`src/rtl/core/consensus_formation_agent_controller_assert.svh`:
```
// Assertion macros for the consensus / formation agent controller.
// Needs clk_i and rst_ni in the scope of the module that uses them.
`ifndef CONSENSUS_FORMATION_AGENT_CONTROLLER_ASSERT_SVH
`define CONSENSUS_FORMATION_AGENT_CONTROLLER_ASSERT_SVH
`ifndef SYNTHESIS
`define CFAC_ASSERT(lbl, prop, msg) \
  lbl: assert property (@(posedge clk_i) disable iff (!rst_ni) prop) else $error(msg);
`define CFAC_ASSERT_NEVER(lbl, expr, msg) \
  lbl: assert property (@(posedge clk_i) disable iff (!rst_ni) !(expr)) else $error(msg);
`else
`define CFAC_ASSERT(lbl, prop, msg)
`define CFAC_ASSERT_NEVER(lbl, expr, msg)
`endif
`endif

```
`src/rtl/core/cfac_div.sv`:
```
// Restoring divider: 63-bit dividend by 32-bit divisor, one bit per cycle.
// Quotient is known to fit 32 bits. Standalone; no package use.
module cfac_div (
  input  logic        clk_i,
  input  logic        rst_ni,
  input  logic        start_i,
  input  logic [62:0] num_i,
  input  logic [31:0] den_i,
  output logic        done_o,
  output logic [31:0] quo_o
);

  logic        busy_q;
  logic        done_q;
  logic [5:0]  cnt_q;
  logic [31:0] rem_q;
  logic [62:0] quo_q;
  logic [31:0] den_q;
  logic [32:0] trial;
  logic        fits;

  assign trial = {rem_q, quo_q[62]};
  assign fits  = trial >= {1'b0, den_q};

  always_ff @(posedge clk_i) begin
    if (start_i) begin
      rem_q <= '0;
      quo_q <= num_i;
      den_q <= den_i;
    end else if (busy_q) begin
      rem_q <= fits ? 32'(trial - {1'b0, den_q}) : trial[31:0];
      quo_q <= {quo_q[61:0], fits};
    end
  end

  always_ff @(posedge clk_i or negedge rst_ni) begin
    if (!rst_ni) begin
      busy_q <= 1'b0;
      done_q <= 1'b0;
      cnt_q  <= '0;
    end else begin
      done_q <= 1'b0;
      if (start_i) begin
        busy_q <= 1'b1;
        cnt_q  <= 6'd62;
      end else if (busy_q) begin
        cnt_q <= cnt_q - 6'd1;
        if (cnt_q == '0) begin
          busy_q <= 1'b0;
          done_q <= 1'b1;
        end
      end
    end
  end

  assign done_o = done_q;
  assign quo_o  = quo_q[31:0];

endmodule

```
`config.mk`:
```
export PLATFORM = sky130hd
export DESIGN_NAME = cfac_div
export DESIGN_NICKNAME = d
export VERILOG_FILES = /design/src/rtl/core/consensus_formation_agent_controller_assert.svh /design/src/rtl/core/cfac_div.sv
export SDC_FILE = /design/constraint.sdc
export NUM_CORES = 1
export LEC_CHECK = 0
export BUFFER_PORTS_ARGS = -buffer_cell sky130_fd_sc_hd__buf_2
export CORE_UTILIZATION = 55
export CTS_CLUSTER_SIZE = 30
export DETAILED_ROUTE_END_ITERATION = 8
export PLACE_DENSITY = 0.78
export SETUP_SLACK_MARGIN = 0.05
export SLEW_MARGIN = 20
export SYNTH_ARGS = -nofsm -noshare
export SYNTH_HDL_FRONTEND = slang
export SYNTH_SLANG_ARGS = --single-unit
```
`constraint.sdc`:
```
create_clock -name clk_i -period 3 [get_ports clk_i]
set_input_delay 0.3 -clock clk_i [delete_from_list [all_inputs] [get_ports clk_i]]
set_output_delay 0.3 -clock clk_i [all_outputs]
set_load 0.03 [all_outputs]
```
[After elaboration in Yosys (flattened, before gate mapping)]
Index checks and enable logic that the tools add are counted.
Widths: inputs -> output; s select.
Operators by class
  $add $sub $neg: 2
  multiply operators: 0
  div/mod/pow operators: 0
  $lt $le $gt $ge: 1
  equality and inequality tests: 0
  shift-type cells: 0
  muxes and demuxes: 11
  bitwise operators: 0
  reductions and logical operators: 2
Operator list (number)
  $mux 63: 2
  $ge 33x32->1: 1
  $mux 32: 1
  $sub 32x32->32: 1
  $mux 6: 2
  $logic_not 6->1: 1
  $mux 1: 6
  $sub 6x1->6 const B: 1
  $reduce_bool 2->1: 1
Word-level totals
  register bits after elaboration: 135
  bits in latches: 0
  bits in writable memories: 0
  memory bits (read-only): 0
  bits of input ports: 98
  output and inout port bits: 33
  memories kept: 0

[Longest topological paths before layout]
  depth after elaboration: 4
  mapped depth: 13

[Worst setup path after synthesis]
OpenSTA, ideal clock, no wires.
  kind: reg2reg
  start point: register den_q[28]
  end point: register rem_q[22]
  setup time: 0.187 ns
  data arrival time: 2.419 ns
  slack: 0.394 ns
  cell stages (with the launch flop): 14
  path buffers: 3
  clock period less this slack: 2.606 ns
  path through: edfxtp_1 inv_1 ha_1 buf_6 a21oi_4 o21ai_2 a21o_1 a221o_1 a211oi_4 and2_4 buf_12 buf_6 mux2i_1 o22ai_1
Between the ends
  cells in the longest elaborated chain, start to end: 2
RTL lines
  start: declaration: RTL line cfac_div.sv:18  | logic [31:0] den_q;
  start signal: assignment: RTL line cfac_div.sv:29  | den_q <= den_i;
  $ge 33x32->1: RTL line cfac_div.sv:23  | assign fits = trial >= {1'b0, den_q};
  $mux 32: RTL line cfac_div.sv:31  | rem_q <= fits ? 32'(trial - {1'b0, den_q}) : trial[31:0];
  end signal: assignment: RTL line cfac_div.sv:31
  end: declaration: RTL line cfac_div.sv:16  | logic [31:0] rem_q;
No other way between the ends.
A chain may end at the register's enable or synchronous reset.

[Final worst setup path]
  start point: register den_q[6]
  end point: register rem_q[7]
Between the ends
  cells in the longest elaborated chain, start to end: 2
  elaborated cells on any way between the ends: 3
  classes of those cells: add/sub (1); order compare (1); mux (1)
RTL lines (RTL line)
  $sub 32x32->32 / $ge 33x32->1 (equally long branches): cfac_div.sv:31, cfac_div.sv:23
  $mux 32 (*): cfac_div.sv:31
Every way passes the cells marked *; elsewhere a longest branch is shown, timed or not.

==> results by group <==
Logic synthesis
  – Synth Area per Inst: around 11 um2
  – Synth top area share: between 30% and 40%
  – Syn nets: about 800
  – Top post-synthesis cells by area: edfxtp_1 (37%), mux2_2 (9.1%), dfxtp_1 (8.3%)
  – Largest family of logic cells by synthesized area: compound AO/OA/AOI/OAI gates
  – Cells after synthesis: slightly below 700
  – YS warnings: 0
  – Mux cell area share after synthesis: between 10% and 20%
  – Synth Area in XOR/XNOR: around 3.5%
  – Top cell type by total area after synthesis: edfxtp_1
  – Post-synth cell types: slightly below 70
  – Post-synthesis adder-cell area fraction: around 5.8%
  – Async S/R FF share, synth: between 5 and 6%
  – Synth Area in Compound Gates: 13.1%
  – Cell area after synthesis: ~7700 um2
  – Top-count cell post-synth: edfxtp_1
  – Commonest cells post-synth: edfxtp_1 (95), mux2_2 (62), inv_1 (49), nand2_1 (40), nor2_1 (39)
  – Number of synthesized register bits: 135
  – Simple logic cell fraction of the synthesized area: between 9 and 10%
  – Post-synth EDFFs: 95
  – Synth Flop Type: edfxtp_1
  – Sequential area share after synthesis: 48.0%

Pwr
  – Max VDD drop: around 540 uV
  – Reg power frac: around 33%
  – Sw frac: 35.1%
  – Clk network pwr share: about 29%
  – Switch Pwr: between 2000 and 3000 uW
  – Pwr/cell area: ~840 nW/um2
  – Pint: ~4900 uW
  – LEAKAGE: 0.00390 uW
  – Comb power frac: 37.3%

Setup path
  – Critical Path Most Common Cell: o2111ai_2
  – CP Data Arrival Time: approximately 3.2 ns
  – CP max-delay cell: ha_2
  – Worst reg2reg setup slack: around 0.15 ns
  – Crit path max fanout: 18
  – CP startpoint kind: flip-flop
  – Critical path, cell by cell: inv_1, ha_2, nand3_4, a211oi_4, o2111ai_2, a311oi_2, o2111ai_2, and2_4, buf_12, mux2i_1, a211oi_1
  – Buf/Inv on CP: 2
  – Top cell family by delay on the critical path: compound AO/OA/AOI/OAI gates
  – WP data required: roughly 3.3 ns
  – Critical Path Max Stage Delay: about 0.38 ns
  – Kind of critical path: reg -> reg
  – CP endpoint kind: flip-flop

CTS
  – CTS max path bufs: 2
  – H-tree lvl count: 4
  – CTS Buf Count: 17
  – Worst-path clk slew: 0.06 ns
  – CTS tree: built
  – Root buffer cell: clkbuf_16
  – # clock sinks: approximately 140
  – Clk_lat worst skew: ~0.43 ns

Final layout
  – Layout cells sized above 1: between 30% and 40%
  – Post-Route Utilization: 67.2%
  – Layout Nets: just over 900
  – Area Growth Syn to Fin: 17.4%
  – # fillers: between 1000 and 1500
  – Antenna cells: 0
  – Final instance area: roughly 9000 um2

Route
  – Highest Signal Layer: met4
  – Vias per cell: 5.68
  – WL met1: ~7300 um
  – Vias post-DR: 5585
  – Routed WL: approximately 17000 um
  – Metal2 WL: about 8000 um
  – Wirelength per Cell: 17.1 um
  – Met3 wire length: ~1000 um
  – Post-route antenna net violation count: 0
  – Number of iterations in the first detailed-routing pass: 5
  – DRC viols: 0
  – Detailed router's first-iteration violation count: 421

Worst hold path
  – Hold Path Class: in -> reg

GRT
  – Grt total ovfl: 0
  – Vias in the first global route: approximately 5700
  – Antenna violations before repair: 0
  – Largest net degree at the start of global routing: 65
  – First-pass GRT wire length: between 20000 and 30000 um
  – GRT Resource Usage Total: between 20 and 25%

Placement
  – IO buf count: 130
  – GP Congestion: approximately 0.90
  – Detailed placer's ending HPWL: between 10000 and 15000 um
  – Placement-stage cell area: about 8300 um2

Die
  – Std cell rows: 42
  – Die height: roughly 120 um
  – Core area: between 10000 and 15000 um2
  – Die area: approximately 14000 um2
  – Die Span X: 120 um
  – Initial Util: 57.3%
  – Top-level port count: around 130

STA
  – RSZ-0062 raised after global routing: false
  – Fin crit period: approximately 2.9 ns
  – Final Hold Vio Count: 0
  – Final Cycle Share: between 90 and 100%
  – Final count of pins violating max slew: 0
  – Setup Skew: about 0.0084 ns
  – Final setup viols: 0
  – Fmax: around 0.35 GHz
  – Slew HR: between 40% and 50%
  – Actual slew at the worst max-slew pin: slightly below 0.9 ns

Flow run
  – Max_cap viols: 0

Run status
  – Status: finished clean
==> worst reg2reg max path: cells and delay by family (launching register included) <==
| kind | cells | cell delay [ns] |
|---|---|---|
| AO/OA/AOI/OAI | 5 | 1.33 |
| adder cells (fa/ha/maj) | 1 | 0.38 |
| buffers and inverters | 2 | 0.22 |
| flip-flops | 1 | 0.32 |
| multiplexers | 1 | 0.14 |
| AND/OR/NAND/NOR | 2 | 0.37 |
==> metrics by stage <==
step	instances	TNS, ns	hold WS [ns]	setup WS, ns	total power, uW
after floorplan	689	0	0.00441	0.394	4800
after detailed placement	948	-0.0349	0.155	-0.0349	5260
final	984	0	0.0462	0.147	7600
after CTS	981	0	0.0309	0.0537	7520
after global routing	984	0	0.0267	0.0273	7990
after global placement	948	0	0.146	0.0197	5180
==> final cells by class <==
cell class,instances,area [um2],area share [%]
Clock inverter,15,204,2.26
Sequential cell,135,3690,40.8
Inverter,49,184,2.03
Multi-Input combinational cell,439,3460,38.3
Clock buffer,17,425,4.70
Timing Repair Buffer,153,853,9.44
Tap cell,176,220,2.44
==> sequential cells by signal, indices dropped and copies added, names as in the netlist <==
name,count
busy_q,1
cnt_q,6
den_q,32
done_o,1
quo_q,63
rem_q,32
==> cells in the final DEF (no fill, tap or decap), types with 6 or more instances in the layout <==
cell type / Yosys / final
mux2i_1: 18 / 18
dfrtp_1: 8 / 8
a31oi_1: 7 / 6
nor3_1: 13 / 13
xnor2_1: 21 / 21
nand4_1: 9 / 9
clkbuf_16: 0 / 17
inv_1: 49 / 48
buf_2: 5 / 129
nand2_1: 40 / 40
a21o_1: 9 / 9
dfxtp_1: 32 / 32
o21bai_1: 6 / 6
a21oi_1: 38 / 38
mux2_2: 62 / 62
o21ai_0: 16 / 15
nor2_1: 39 / 39
ha_1: 34 / 27
nand2b_1: 11 / 11
a211oi_1: 17 / 17
edfxtp_1: 95 / 95
nand3_1: 10 / 9
buf_4: 32 / 21
xor2_1: 10 / 10
==> timing repair <==
item	in CTS	in global routing
hold buffers	1	0
gates cloned	0	0
resized for setup	1	17
endpoints found under the setup margin	3	27
pin swaps	1	5
setup buffers	0	3
endpoints found under the hold margin	8	0
==> metal layers <==
| layer | up-vias | track usage, % |
|---|---|---|
| li1 | 2705 | - |
| met1 | 2669 | 30.7 |
| met2 | 181 | 39.9 |
| met3 | 30 | 6.51 |
| met4 | 0 | 9.18 |
| met5 | - | 0 |
==> power groups by stage <==
stage,Clock [uW],Combinational (uW),Sequential (uW)
6_report,2230,2840,2530
4_1_cts,2260,2730,2520
5_1_grt,2320,3100,2570
3_5_place_dp,0,2700,2560
3_3_place_gp,0,2640,2540
2_1_floorplan,0,2310,2490
==> logic make-up after synthesis <==
logic type | count (synthesis)
flip-flops | 135
AO/OA/AOI/OAI | 141
XOR/XNOR | 31
buffers and inverters | 115
AND/OR/NAND/NOR | 152
adder cells (fa/ha/maj) | 35
multiplexers | 80
==> worst paths after layout <==
kind,depth (start not counted),endpoint,from
worst max-delay path,11,rem_q[7]$_SDFFE_PP0P_,den_q[6]$_DFFE_PP_
worst max register to register,11,rem_q[7]$_SDFFE_PP0P_,den_q[6]$_DFFE_PP_
min in group asynchronous,2,cnt_q[1]$_DFFE_PN0P_,rst_ni
worst min register to register,2,rem_q[20]$_SDFFE_PP0P_,rem_q[20]$_SDFFE_PP0P_
worst min-delay path,1,den_q[17]$_DFFE_PP_,den_i[17]
max in group asynchronous,2,busy_q$_DFF_PN0_,rst_ni
Note: power is estimated with default switching activity, not from simulation.
