--- src/rtl/core/consensus_formation_agent_controller_assert.svh ---
// Assertion macros for the consensus / formation agent controller.
// Needs clk_i and rst_ni in the scope of the module that uses them.
`ifndef CONSENSUS_FORMATION_AGENT_CONTROLLER_ASSERT_SVH
`define CONSENSUS_FORMATION_AGENT_CONTROLLER_ASSERT_SVH
`ifndef SYNTHESIS
`define CFAC_ASSERT(lbl, prop, msg) \
  lbl: assert property (@(posedge clk_i) disable iff (!rst_ni) prop) else $error(msg);
`define CFAC_ASSERT_NEVER(lbl, expr, msg) \
  lbl: assert property (@(posedge clk_i) disable iff (!rst_ni) !(expr)) else $error(msg);
`else
`define CFAC_ASSERT(lbl, prop, msg)
`define CFAC_ASSERT_NEVER(lbl, expr, msg)
`endif
`endif

--- src/rtl/core/cfac_pkg.sv ---
// Shared types and constants of the consensus / formation agent controller.
// No dependencies.
package cfac_pkg;

  localparam int NEIGHBORS_DEF  = 16;
  localparam int COORD_BITS_DEF = 32;
  localparam int CFG_DATA_W     = 64;

  typedef logic [2:0] cfg_idx_t;

  localparam cfg_idx_t CFG_CONTROL_MODE     = 3'd0;
  localparam cfg_idx_t CFG_ADJACENCY_MASK   = 3'd1;
  localparam cfg_idx_t CFG_GAIN_SET         = 3'd2;
  localparam cfg_idx_t CFG_MAX_SPEED        = 3'd3;
  localparam cfg_idx_t CFG_FORMATION_OFFSET = 3'd4;
  localparam cfg_idx_t CFG_LEADER_POSITION  = 3'd5;
  localparam cfg_idx_t CFG_LEADER_VELOCITY  = 3'd6;

  typedef enum logic [1:0] {
    FUNC_REPORT = 2'd0,
    FUNC_UPDATE = 2'd1,
    FUNC_LOAD   = 2'd2
  } func_e;

  typedef struct packed {
    logic [1:0]         func;
    logic [3:0]         neighbor_id;
    logic signed [31:0] pos_x_in;
    logic signed [31:0] pos_y_in;
    logic signed [31:0] vel_x_in;
    logic signed [31:0] vel_y_in;
    logic [15:0]        elapsed;
    logic               hold_control;
  } in_word_t;

  typedef struct packed {
    logic signed [31:0] msg_pos_x;
    logic signed [31:0] msg_pos_y;
    logic signed [31:0] own_pos_x;
    logic signed [31:0] own_pos_y;
    logic signed [31:0] own_vel_x;
    logic signed [31:0] own_vel_y;
    logic               speed_limited;
  } out_word_t;

  typedef struct packed {
    logic wr_pos;
    logic wr_vel;
    logic rd;
  } tbl_ctl_t;

endpackage

--- src/rtl/core/cfac_nbr_table.sv ---
// Neighbor position / velocity table: two synchronous RAMs with registered read.
// Per-entry valid bits make unwritten entries read as zero. Uses cfac_pkg.
module cfac_nbr_table #(
  parameter int NEIGHBORS  = cfac_pkg::NEIGHBORS_DEF,
  parameter int COORD_BITS = cfac_pkg::COORD_BITS_DEF
) (
  input  logic                      clk_i,
  input  logic                      rst_ni,
  input  cfac_pkg::tbl_ctl_t        ctl_i,
  input  logic [$clog2(NEIGHBORS)-1:0] waddr_i,
  input  logic [$clog2(NEIGHBORS)-1:0] raddr_i,
  input  logic [2*COORD_BITS-1:0]   wpos_i,
  input  logic [2*COORD_BITS-1:0]   wvel_i,
  output logic [2*COORD_BITS-1:0]   rpos_o,
  output logic [2*COORD_BITS-1:0]   rvel_o
);

  localparam int RW = 2 * COORD_BITS;

  logic [RW-1:0]        pos_mem [NEIGHBORS];
  logic [RW-1:0]        vel_mem [NEIGHBORS];
  logic [NEIGHBORS-1:0] pos_vld_q;
  logic [NEIGHBORS-1:0] vel_vld_q;
  logic [RW-1:0]        pos_rd_q;
  logic [RW-1:0]        vel_rd_q;
  logic                 pos_rv_q;
  logic                 vel_rv_q;

  always_ff @(posedge clk_i) begin
    if (ctl_i.wr_pos) begin
      pos_mem[waddr_i] <= wpos_i;
    end
    if (ctl_i.wr_vel) begin
      vel_mem[waddr_i] <= wvel_i;
    end
    if (ctl_i.rd) begin
      pos_rd_q <= pos_mem[raddr_i];
      vel_rd_q <= vel_mem[raddr_i];
    end
  end

  always_ff @(posedge clk_i or negedge rst_ni) begin
    if (!rst_ni) begin
      pos_vld_q <= '0;
      vel_vld_q <= '0;
      pos_rv_q  <= 1'b0;
      vel_rv_q  <= 1'b0;
    end else begin
      if (ctl_i.wr_pos) begin
        pos_vld_q[waddr_i] <= 1'b1;
      end
      if (ctl_i.wr_vel) begin
        vel_vld_q[waddr_i] <= 1'b1;
      end
      if (ctl_i.rd) begin
        pos_rv_q <= pos_vld_q[raddr_i];
        vel_rv_q <= vel_vld_q[raddr_i];
      end
    end
  end

  assign rpos_o = pos_rv_q ? pos_rd_q : '0;
  assign rvel_o = vel_rv_q ? vel_rd_q : '0;

endmodule

--- config.mk ---
export PLATFORM = sky130hd
export DESIGN_NAME = cfac_nbr_table
export DESIGN_NICKNAME = d
export VERILOG_FILES = /design/src/rtl/core/consensus_formation_agent_controller_assert.svh /design/src/rtl/core/cfac_pkg.sv /design/src/rtl/core/cfac_nbr_table.sv
export SDC_FILE = /design/constraint.sdc
export NUM_CORES = 2
export LEC_CHECK = 0
export ABC_CLOCK_PERIOD_IN_PS = 3340
export BUFFER_PORTS_ARGS = -buffer_cell sky130_fd_sc_hd__buf_4
export CELL_PAD_IN_SITES_DETAIL_PLACEMENT = 1
export CELL_PAD_IN_SITES_GLOBAL_PLACEMENT = 1
export CORE_ASPECT_RATIO = 1.1
export CORE_MARGIN = 2
export CORE_UTILIZATION = 50
export CTS_CLUSTER_SIZE = 12
export DETAILED_ROUTE_END_ITERATION = 7
export HOLD_SLACK_MARGIN = 0.05
export PLACE_DENSITY = 0.74
export SLEW_MARGIN = 30
export SYNTH_ARGS = -nofsm -noshare
export SYNTH_HDL_FRONTEND = slang
export SYNTH_SLANG_ARGS = --single-unit
--- constraint.sdc ---
create_clock -name clk_i -period 3.34 [get_ports clk_i]
set_input_delay 0.501 -clock clk_i [delete_from_list [all_inputs] [get_ports clk_i]]
set_output_delay 0.501 -clock clk_i [all_outputs]
set_load 0.01 [all_outputs]
# After elaboration in Yosys (flattened, before gate mapping)

Memories as Yosys holds them, arrays and structs flattened. A register that Yosys moved wholly into a read port is not among the register bits.
Index checks and enable logic that the tools add are counted.

Bitwise gates (word level): 2
$lt $le $gt $ge: 3
Multiplexer cells: 12
Reduce and logical (&&, ||, !) cells: 1

Operators with widths:

| kind                                                 | count |
|---|---|
| two-way mux 64 bit                                   | 2 |
| OR 16 bit                                            | 2 |
| < comparator 4 x 5 -> 1 bit (second input constant)  | 2 |
| binary-select mux 1 bit (select 4 bit)               | 2 |
| two-way mux 1 bit                                    | 7 |
| demux 1 bit (select 4 bit)                           | 1 |
| >= comparator 4 x 1 -> 1 bit (second input constant) | 1 |
| logical AND 1 bit                                    | 1 |

Word-level logic and storage cells: 24
RAM bits: 2048
Flip-flop bits (word level): 34
Memories: 2
Output and inout bits: 128

Memory list:

| memory  | words | width | rd ports | clocked after memory_dff | write ports | RTL line             | RTL |
|---|---|---|---|---|---|---|---|
| pos_mem | 16    | 64    | 1        | 1                        | 1           | cfac_nbr_table.sv:20 | `logic [RW-1:0] pos_mem [NEIGHBORS];` |
| vel_mem | 16    | 64    | 1        | 1                        | 1           | cfac_nbr_table.sv:21 | `logic [RW-1:0] vel_mem [NEIGHBORS];` |

# Depth between registers and ports, before layout

Word-level depth: 5
Depth in mapped cells: 7

# Worst setup path before layout

OpenSTA, ideal clock, no wires.

Kind: input to register
From: input waddr_i[2]
To: memory vel_mem[1][0] (netlist bit) (enable)
Data arrival time: 3.731 ns
Slack: -0.878 ns
Path buffers: 0
Stages on the path: 2
Cell sequence: or3b_2 nor2_1

RTL lines:

| item        | RTL line             | RTL |
|---|---|---|
| from (decl) | cfac_nbr_table.sv:10 | `input logic [$clog2(NEIGHBORS)-1:0] waddr_i,` |
| to (decl)   | cfac_nbr_table.sv:21 |  |

Straight into the memory's write port.

# Worst setup path after layout

From: register vel_rv_q
To: output rvel_o[27]

Longest elaborated chain between the ends: 1

Ends and longest elaborated chain:

| item                   | RTL line             | RTL |
|---|---|---|
| from (decl)            | cfac_nbr_table.sv:27 | `logic vel_rv_q;` |
| from (signal assigned) | cfac_nbr_table.sv:57 | `vel_rv_q <= vel_vld_q[raddr_i];` |
| two-way mux 64 bit     | cfac_nbr_table.sv:63 | `assign rvel_o = vel_rv_q ? vel_rd_q : '0;` |
| to (decl)              | cfac_nbr_table.sv:15 | `output logic [2*COORD_BITS-1:0] rvel_o` |

No other way between the ends.

==> results.ini <==
[outcome]
status=finished, final reports clean

[floorplanning]
ioPinCount=269
die_height_um=432
dieArea_sq_um=170000
start_util=0.502
num_rows=157
die_x_um=393
core_area_sq_um=166000

[detailed_routing]
wirelength_mm=203
drc=0
vias=38300
firstDrtPassIters=7
via_per_inst=6.05
drt_iter0_drc=3351
routedWlPerCell_um=32.1
drtAntennaViolNets=0

[pwr]
swShare=0.213
p_per_area_nw_per_um2=597
leakage_uw=0.0310
clkPwrFrac=0.386
max-vdd-ir-drop_mv=0.603
p_sw_uw=12400
combPwrFrac=0.071
seq_power_share=0.543
p_int_uw=45900
fin_total_pwr_uw=58300

[global_routing]
grt_max_degree=66
grt_pass1_wl_mm=295
track_usage=0.244
antenna_found_initial=28
grt_pass1_vias=41700
grt_overflow=0

[logic_synthesis]
synth_ff_type=edfxtp_1
synth_edf_count=2176
syn_area_sq_um=83200
ys_types=21
syn_nets=3482
ys_async_sr_fraction=0.0154
ys_seq_elements=2210
postSynthCellCount=3341
syn_avg_cell_area_sq_um=24.9
yosysWarningCount=0
seq_area_frac_synth=0.795

[run]
maxCapViolCount=0

[setup_path]
path_max_fanout=35
cp_slowest_cell=dfrtp_2
path_cells=buf_4 > and2_1 > buf_4
cpMostUsedCell=buf_4
critPathMaxStageDelay_ns=1.02
ff2ff_setup_slack_ns=1.62
start_kind=flip-flop
cp.arrival_ns=2.60
endpoint_kind=primary output
crit_family=flip-flops
path_class=reg -> out
cp.required_ns=2.84
worstPathBufferInverterCount=2

[layout]
drive_gt1_frac=0.338
design_area_sq_um=97500
nets=4099
nFillCells=13500
regArea_sq_um=66200
area_growth_pct=17.2
multi_input_area_sq_um=16300
final_cells=6328

[min_path]
hp-class=in -> reg

[place]
placement.io_buffers=268
place_hpwl_mm=108
placed_area_sq_um=89800
place.gp.congestion=0.723
placed_cells=5836
pre_cts_slack_ns=0.531

[sta]
rsz0062_at_grt=false
skew_ns=0.0448
maxSlewViolCount=0
setup-violations-final=0
relSlewSlack=0.338
hold_ws_ns=0.287
finalCritPeriodShare=0.929
hold_viol=0
fmax_mhz=322
timing.final.ws_setup_ns=0.237
fin_crit_ns=3.10
worstMarginPinSlew_ns=0.993

[clock_network]
cts_resized=0
cts.clk_slew.worst_paths_ns=0.06
cts_tree=done
clk_latency_ns=0.85
cts_root_buf=clkbuf_16
cts_setup_buffers=0
ctsHoldBuffers=129
cts.path.max_buffers=3
htree_levels=4
cts_buffers=217
cts_sinks=2210

stage by stage:
stage / utilization / TNS [ns]
2_1_floorplan: - / -1445.55
3_3_place_gp: 0.542 / 0
3_5_place_dp: 0.542 / 0
4_1_cts: 0.588 / 0
5_1_grt: 0.588 / 0
6_report: 0.588 / 0
logic make-up (layout without fill, tap and decap cells):
kind of cell	Yosys count	after routing	share of synthesized area
other	0	17	0
DFF	2210	2210	0.795
muxes	656	656	0.171
buffers and inverters	172	916	0.0112
and+or+nand+nor	237	237	0.0169
AOI/OAI and AO/OA	66	66	0.00496
worst paths after layout:
kind / cells past startpoint / start / endpoint
setup / recovery: 3 / vel_rv_q / rvel_o[27]
setup reg to reg: 4 / pos_mem[0][45] / pos_rd_q[45]
max in group asynchronous: 2 / rst_ni / pos_rv_q
hold reg to reg: 1 / vel_vld_q[15] / vel_vld_q[15]
hold / removal: 1 / ctl_i[0] / vel_rd_q[33]
min in group asynchronous: 2 / rst_ni / pos_vld_q[15]
Yosys cell counts, types with 13 or more instances:
master    count  area share
buf_6        13      0.0018
edfxtp_1   2176        0.79
a21oi_1      33      0.0020
buf_4        39      0.0035
or2_2        33      0.0025
nor2_1       32      0.0014
a211oi_1     33      0.0030
clkbuf_1     79      0.0036
nor2b_1      33      0.0025
mux2i_1      39      0.0047
dfrtp_1      34       0.010
and2_1      128      0.0096
buf_2        37      0.0022
mux4_2      615        0.17
final cells by class:
cell class / count / area share
antenna: 17 / 0.000436
clock buffer: 290 / 0.0600
clock inverter: 56 / 0.00535
multi-input combinational: 959 / 0.167
sequential: 2210 / 0.679
tap: 2226 / 0.0286
timing repair buffer: 570 / 0.0596
state kept, by name, summed over array words and instances (netlist names):
register   flops
pos_mem     1024
pos_rd_q      64
pos_rv_q       1
pos_vld_q     16
vel_mem     1024
vel_rd_q      64
vel_rv_q       1
vel_vld_q     16
per-layer routing:
metal  GRT usage  vias up  wire [um]
met4      0.0627       18       4370
li1            -    15500          -
met3      0.0431      314      14300
met2       0.418     1614     105000
met5           0        -        129
met1       0.326    20800      78600
placed cells by master (no fill, tap or decap), types with 6 or more instances in the layout:
cell type      instances
clkinv_1              30
clkbuf_16            220
mux4_2               615
edfxtp_1            2176
nor2_4                32
buf_4                342
and2_1               128
clkinv_2               8
nor2b_1               33
diode_2               17
a211oi_1              33
or2_2                 33
dfrtp_1               32
clkbuf_8               9
bufinv_16              6
buf_12                94
clkbuf_1              62
dlygate4sd3_1        129
mux2i_1               39
a21oi_1               33
power groups by stage:
stage,clock network (uW),registers [uW],logic (uW)
after floorplan,0,32000,2140
after global placement,0,32200,3920
after detailed placement,0,32200,4040
after CTS,22800,31700,4220
after global routing,23800,31700,4420
final,22500,31600,4130
No activity file was read; power rests on OpenSTA's default activity.
