===== src/rtl/core/consensus_formation_agent_controller_assert.svh =====
// Assertion macros for the consensus / formation agent controller.
// Needs clk_i and rst_ni in the scope of the module that uses them.
`ifndef CONSENSUS_FORMATION_AGENT_CONTROLLER_ASSERT_SVH
`define CONSENSUS_FORMATION_AGENT_CONTROLLER_ASSERT_SVH
`ifndef SYNTHESIS
`define CFAC_ASSERT(lbl, prop, msg) \
  lbl: assert property (@(posedge clk_i) disable iff (!rst_ni) prop) else $error(msg);
`define CFAC_ASSERT_NEVER(lbl, expr, msg) \
  lbl: assert property (@(posedge clk_i) disable iff (!rst_ni) !(expr)) else $error(msg);
`else
`define CFAC_ASSERT(lbl, prop, msg)
`define CFAC_ASSERT_NEVER(lbl, expr, msg)
`endif
`endif


===== src/rtl/core/cfac_sqrt.sv =====
// Integer square root of a 64-bit value, one result bit per step, 32 steps.
// Standalone; no package use.
module cfac_sqrt (
  input  logic        clk_i,
  input  logic        rst_ni,
  input  logic        start_i,
  input  logic [63:0] x_i,
  output logic        done_o,
  output logic [31:0] root_o
);

  logic        busy_q;
  logic        done_q;
  logic [63:0] x_q;
  logic [63:0] r_q;
  logic [63:0] bit_q;
  logic [63:0] rb;

  assign rb = r_q + bit_q;

  always_ff @(posedge clk_i) begin
    if (start_i) begin
      x_q   <= x_i;
      r_q   <= '0;
      bit_q <= 64'd1 << 62;
    end else if (busy_q) begin
      if (x_q >= rb) begin
        x_q <= x_q - rb;
        r_q <= (r_q >> 1) + bit_q;
      end else begin
        r_q <= r_q >> 1;
      end
      bit_q <= bit_q >> 2;
    end
  end

  always_ff @(posedge clk_i or negedge rst_ni) begin
    if (!rst_ni) begin
      busy_q <= 1'b0;
      done_q <= 1'b0;
    end else begin
      done_q <= 1'b0;
      if (start_i) begin
        busy_q <= 1'b1;
      end else if (busy_q && bit_q == 64'd1) begin
        busy_q <= 1'b0;
        done_q <= 1'b1;
      end
    end
  end

  assign done_o = done_q;
  assign root_o = r_q[31:0];

endmodule


===== config.mk =====
export PLATFORM = sky130hd
export DESIGN_NAME = cfac_sqrt
export DESIGN_NICKNAME = d
export VERILOG_FILES = /design/src/rtl/core/consensus_formation_agent_controller_assert.svh /design/src/rtl/core/cfac_sqrt.sv
export SDC_FILE = /design/constraint.sdc
export NUM_CORES = 1
export LEC_CHECK = 0
export BUFFER_PORTS_ARGS = -buffer_cell sky130_fd_sc_hd__buf_2
export CORE_AREA = 3 3 292 222
export DETAILED_ROUTE_END_ITERATION = 16
export DIE_AREA = 0 0 295 225
export PLACE_DENSITY = 0.43
export SLEW_MARGIN = 15
export SYNTH_ARGS = -nofsm -noshare
export SYNTH_HDL_FRONTEND = slang
export SYNTH_SLANG_ARGS = --single-unit

===== constraint.sdc =====
create_clock -name clk_i -period 22.4 [get_ports clk_i]
set_input_delay 4.48 -clock clk_i [delete_from_list [all_inputs] [get_ports clk_i]]
set_output_delay 4.48 -clock clk_i [all_outputs]
set_load 0.005 [all_outputs]

[After elaboration in Yosys (flattened, before gate mapping)]
Index checks and enable logic that the tools add are counted.
Word-level totals
  logic and storage cells: 23
  bits in registers: 162
Operators by class
  reductions and logical operators: 5
  $lt $le $gt $ge: 1
  equal/unequal tests: 1
  add/sub/neg operators: 3
  muxes and demuxes: 8
Operator list (number)
  2-to-1 mux 64 bit: 4
  adder 63 x 63 -> 64 bit: 1
  adder 64 x 63 -> 64 bit: 1
  >= comparator 64 bit: 1
  subtractor 64 bit: 1
  equality test 32 x 1 -> 1 bit, second input constant: 1
  nonzero test 2 bit: 3
  2-to-1 mux 1 bit: 4
  AND reduction 2 bit: 1
  logical AND 1 bit: 1

[Logic depth before layout (Yosys ltp)]
  word-level depth: 5
  gate-level depth with buffers: 26
  gate-level depth less buffers: 23

[Least setup slack after synthesis]
Ideal clock, no wire load.
  kind: register to register
  start: reg r_q[28]
  end: reg x_q[0] (enable)
  arrival time: 9.544 ns
  stages on the path, launching flop included: 24
  library setup time: 0.575 ns
  required time: 21.825 ns
  setup slack: 12.282 ns
  cells stage by stage: dfxtp_1 > ha_1 > nand4_2 > or4_1 > or4_4 > o31ai_4 > o311ai_2 > a31oi_4 > a211oi_2 > a21oi_1 > o21ai_0 > xor2_1 > ha_1 > clkbuf_1 > nand2_1 > o21a_1 > nand2b_1 > o211ai_1 > a211oi_1 > o31ai_1 > nor2_2 > buf_2 > clkbuf_1 > o21ai_0
On the way
  longest elaborated chain between the ends: 4
RTL lines
  from (decl): RTL line cfac_sqrt.sv:15  | logic [63:0] r_q;
  from (signal assigned): RTL line cfac_sqrt.sv:29  | r_q <= (r_q >> 1) + bit_q;
  from (signal assigned): RTL line cfac_sqrt.sv:31  | r_q <= r_q >> 1;
  adder 64 x 63 -> 64 bit: RTL line cfac_sqrt.sv:19  | assign rb = r_q + bit_q;
  >= comparator 64 bit: RTL line cfac_sqrt.sv:27  | if (x_q >= rb) begin
  nonzero test 2 bit (no source line)
  AND reduction 2 bit (no source line)
  to (signal assigned): RTL line cfac_sqrt.sv:23  | x_q <= x_i;
  to (signal assigned): RTL line cfac_sqrt.sv:28  | x_q <= x_q - rb;
  to (decl): RTL line cfac_sqrt.sv:14  | logic [63:0] x_q;
Every way passes these cells.
A chain may end at the register's enable or synchronous reset.

[Worst setup path after layout]
  start: reg r_q[2]
  end: reg r_q[28]
On the way
  longest elaborated chain between the ends: 3
  elaborated cells between the ends (all ways): 4
  those cells by class: add/sub (2); order compare (1); mux (1)
RTL lines (RTL line)
  adder 64 x 63 -> 64 bit: cfac_sqrt.sv:19
  >= comparator 64 bit: cfac_sqrt.sv:27
  2-to-1 mux 64 bit (*): cfac_sqrt.sv:27
Mark *: on every way between the ends. The rest lies on a longest branch, timed or not.

==> flow_results.xml <==
<?xml version="1.0" encoding="UTF-8"?>
<metrics>
  <group name="logic_synthesis">
    <metric name="synthArstFlopShare" unit="%">1.23</metric>
    <metric name="synth_cell_area" unit="sq um">15600</metric>
    <metric name="flip_flop_and_latch_count_after_synthesis" unit="">162</metric>
    <metric name="synth_edf_count" unit="">64</metric>
    <metric name="synth_ff_type" unit="">sky130_fd_sc_hd__dfxtp_1</metric>
    <metric name="netlist-cell-type-count" unit="">84</metric>
    <metric name="synthesis.instances" unit="">1981</metric>
    <metric name="synth.net_count" unit="">2179</metric>
    <metric name="syn_area_per_cell" unit="sq um">7.85</metric>
    <metric name="yosysWarnings" unit="">0</metric>
    <metric name="synth-seq-area-share" unit="%">25.0</metric>
  </group>
  <group name="critical_path">
    <metric name="required" unit="ns">22.76</metric>
    <metric name="r2r.worst_path.cells" unit="">23</metric>
    <metric name="startpoint_class" unit="">flip-flop</metric>
    <metric name="crit_fanout" unit="">53</metric>
    <metric name="timing_worst_setup_path_type" unit="">reg2reg</metric>
    <metric name="setup.worst_path.end_class" unit="">flip-flop</metric>
    <metric name="worstPathArrival" unit="ns">7.82</metric>
  </group>
  <group name="timing">
    <metric name="timing_hold_violations_final" unit="">0</metric>
    <metric name="clock_skew" unit="ns">0.0147</metric>
    <metric name="timing.slew.headroom" unit="%">32.5</metric>
    <metric name="final.min_clock_period" unit="ns">7.46</metric>
    <metric name="setup_viol_count_final" unit="">0</metric>
    <metric name="clock.fmax" unit="GHz">0.134</metric>
    <metric name="slew_violations" unit="">0</metric>
    <metric name="rsz0062_at_grt" unit="">no</metric>
    <metric name="final.period_utilization" unit="%">33.3</metric>
    <metric name="worstMarginPinSlew" unit="ns">1.01</metric>
    <metric name="setup_total_negative_slack" unit="ns">0</metric>
  </group>
  <group name="grt">
    <metric name="grt_antenna_before_repair" unit="">1</metric>
    <metric name="globalRouteOverflowTotal" unit="">0</metric>
    <metric name="globalRouteTotalUtil" unit="%">16.7</metric>
    <metric name="pin_count_of_the_biggest_net_entering_global_routing" unit="">84</metric>
    <metric name="first_global_vias" unit="">14121</metric>
    <metric name="grt_first_pass_wirelength" unit="microns">85800</metric>
  </group>
  <group name="cells_and_area">
    <metric name="synthToLayoutAreaGrowth" unit="%">10.5</metric>
    <metric name="commonest_non_fill_non_tap_cell_in_the_layout" unit="">sky130_fd_sc_hd__nand2_1</metric>
    <metric name="layout.nets" unit="">2179</metric>
    <metric name="final_layout_size_suffix_gt1_share" unit="%">9.48</metric>
    <metric name="final_cells" unit="">2803</metric>
    <metric name="most-common-layout-cells" unit="">sky130_fd_sc_hd__nand2_1 (207), sky130_fd_sc_hd__nor2_1 (203), sky130_fd_sc_hd__o21ai_0 (154), sky130_fd_sc_hd__a21oi_1 (137), sky130_fd_sc_hd__ha_1 (130)</metric>
    <metric name="num_antenna_cells" unit="">0</metric>
    <metric name="finalInstanceArea" unit="sq um">17200</metric>
  </group>
  <group name="routing">
    <metric name="drt-total-wl" unit="microns">55500</metric>
    <metric name="iteration_count_of_the_initial_detailed_routing_pass" unit="">5</metric>
    <metric name="drt_drc_violations_left" unit="">0</metric>
    <metric name="wire_per_inst" unit="microns">19.8</metric>
    <metric name="vias_per_cell" unit="">5.30</metric>
    <metric name="first_iter_violations" unit="">1115</metric>
    <metric name="count_of_vias_placed_by_the_detailed_router" unit="">14863</metric>
    <metric name="route.antenna.remaining_nets" unit="">0</metric>
  </group>
  <group name="clocking">
    <metric name="cts_tree" unit="">built</metric>
    <metric name="worst_case_clock_buffer_depth" unit="">2</metric>
    <metric name="number_of_sinks_on_the_clock_net" unit="">162</metric>
    <metric name="cts_post_setup_buffers_inserted" unit="">0</metric>
    <metric name="root_buffer" unit="">sky130_fd_sc_hd__clkbuf_16</metric>
    <metric name="cts-hold-fix-buffers" unit="">0</metric>
    <metric name="post_cts_resized" unit="">0</metric>
    <metric name="cts_inserted_buffers" unit="">17</metric>
    <metric name="cts.clk_slew.worst_paths" unit="ns">0.08</metric>
    <metric name="clk-insertion-delay-late" unit="ns">0.49</metric>
    <metric name="htree_levels" unit="">4</metric>
  </group>
  <group name="placed_design">
    <metric name="place.detailed.instances" unit="">2772</metric>
    <metric name="place.detailed.hpwl" unit="microns">42800</metric>
    <metric name="place_congestion" unit="">0.893</metric>
    <metric name="dpl-instance-area" unit="sq um">16600</metric>
    <metric name="port_buffers" unit="">99</metric>
  </group>
  <group name="floorplanning">
    <metric name="io_pins" unit="">100</metric>
    <metric name="floorplan.core_area" unit="sq um">62000</metric>
    <metric name="die-height" unit="microns">225</metric>
    <metric name="die_x" unit="microns">295</metric>
    <metric name="floorplan.initialDensity" unit="%">25.1</metric>
    <metric name="design.die.area" unit="sq um">66400</metric>
    <metric name="floorplan.rows" unit="">79</metric>
  </group>
  <group name="job">
    <metric name="drv_cap" unit="">0</metric>
  </group>
  <group name="power">
    <metric name="max_ir_drop_vdd" unit="mV">0.0437</metric>
    <metric name="pwr_density_cell" unit="nW/um^2">114</metric>
    <metric name="leakage" unit="nW">6.76</metric>
    <metric name="fin_total_pwr" unit="mW">1.96</metric>
  </group>
  <group name="status">
    <metric name="outcome" unit="">finished clean</metric>
  </group>
  <group name="worst_hold_path">
    <metric name="holdCritPathClass" unit="">reg2reg</metric>
    <metric name="worst_hold_path.num_cells" unit="">2</metric>
  </group>
</metrics>
[per-stage QoR]
stage               setup WS, ns  util (%)  hold slack (ns)
global placement           15.13      26.7            0.493
finish                     14.94      27.7            0.512
detailed placement         15.03      26.7            0.505
global route               14.36      27.7            0.544
CTS                        15.00      27.7            0.515
floorplan                  12.28         -            0.479
[layer usage]
layer | wire length, microns | share of wire [%] | track usage (%)
met5 | 0 | 0 | 0
met2 | 21500 | 39 | 22.5
met4 | 896 | 1.6 | 4.34
met1 | 29900 | 54 | 26.4
met3 | 3230 | 5.8 | 3.13
[report_power, final]
part	switching (mW)	leakage [nW]	internal, mW	total, mW
Clock	0.142	0.297	0.178	0.320
Combinational	0.724	4.99	0.445	1.17
Sequential	0.0568	1.47	0.416	0.473
[cell type report]
cell class                      count  area (sq um)
Fill cell                        6688         44800
Multi-Input combinational cell   1638         10900
Tap cell                          810          1010
Timing Repair Buffer              114           614
Clock inverter                      9           120
Clock buffer                       22           487
Inverter                           48           180
Sequential cell                   162          3900
[synth_stat cells, types with 54 or more instances]
cell	number	share of area (%)
sky130_fd_sc_hd__ha_1	130	10
sky130_fd_sc_hd__nand2_1	207	5.0
sky130_fd_sc_hd__xnor2_1	84	4.7
sky130_fd_sc_hd__edfxtp_1	64	12
sky130_fd_sc_hd__clkbuf_1	86	2.1
sky130_fd_sc_hd__a21o_1	54	2.6
sky130_fd_sc_hd__a21oi_1	137	4.4
sky130_fd_sc_hd__a31oi_1	63	2.5
sky130_fd_sc_hd__o21ai_0	155	5.0
sky130_fd_sc_hd__nor2_1	203	4.9
sky130_fd_sc_hd__dfxtp_1	96	12
sky130_fd_sc_hd__xor2_1	68	3.8
[critical path, stage by stage (launching register included)]
cell                       delay (ns)
sky130_fd_sc_hd__dfxtp_1         0.44
sky130_fd_sc_hd__ha_1            0.31
sky130_fd_sc_hd__a31oi_1         0.34
sky130_fd_sc_hd__o311ai_1        0.27
sky130_fd_sc_hd__a221oi_1        0.90
sky130_fd_sc_hd__nor3_1          0.23
sky130_fd_sc_hd__o32ai_1         0.53
sky130_fd_sc_hd__o21ai_0         0.25
sky130_fd_sc_hd__a31oi_1         0.25
sky130_fd_sc_hd__xor2_1          0.25
sky130_fd_sc_hd__ha_1            0.39
sky130_fd_sc_hd__a21o_1          0.22
sky130_fd_sc_hd__a21o_1          0.17
sky130_fd_sc_hd__a21oi_1         0.25
sky130_fd_sc_hd__o211ai_1        0.17
sky130_fd_sc_hd__a211oi_1        0.31
sky130_fd_sc_hd__o31ai_2         0.10
sky130_fd_sc_hd__buf_4           0.22
sky130_fd_sc_hd__nor2_4          0.11
sky130_fd_sc_hd__buf_4           0.38
sky130_fd_sc_hd__buf_4           0.59
sky130_fd_sc_hd__mux2_2          0.41
sky130_fd_sc_hd__mux2i_1         0.16
sky130_fd_sc_hd__nor2_1          0.05
[sequential cells by signal, summed over array words and instances, names as in the netlist]
name and flops:
done_o 1, r_q 64, x_q 64, busy_q 1
bit_q 32
[logic make-up (layout without fill, tap and decap cells)]
| family | after synthesis | count (layout) | synth area share [%] |
|---|---|---|---|
| muxes | 65 | 65 | 4.28 |
| DFF | 162 | 162 | 25.0 |
| and+or+nand+nor | 647 | 647 | 19.2 |
| AOI/OAI and AO/OA | 643 | 643 | 27.1 |
| buffers and inverters | 181 | 193 | 5.21 |
| xor gates and xnor gates | 152 | 152 | 8.56 |
| adders and majority gates | 131 | 131 | 10.6 |
[final timing paths]
path | from | endpoint | slack, ns
min in group asynchronous | rst_ni | busy_q | 3.77
max in group asynchronous | rst_ni | busy_q | 18.52
max | r_q[2] | r_q[28] | 14.94
min | r_q[0] | r_q[0] | 0.51
max reg2reg | r_q[2] | r_q[28] | 14.94
min reg2reg | r_q[0] | r_q[0] | 0.51
Note: power is estimated with default switching activity, not from simulation.
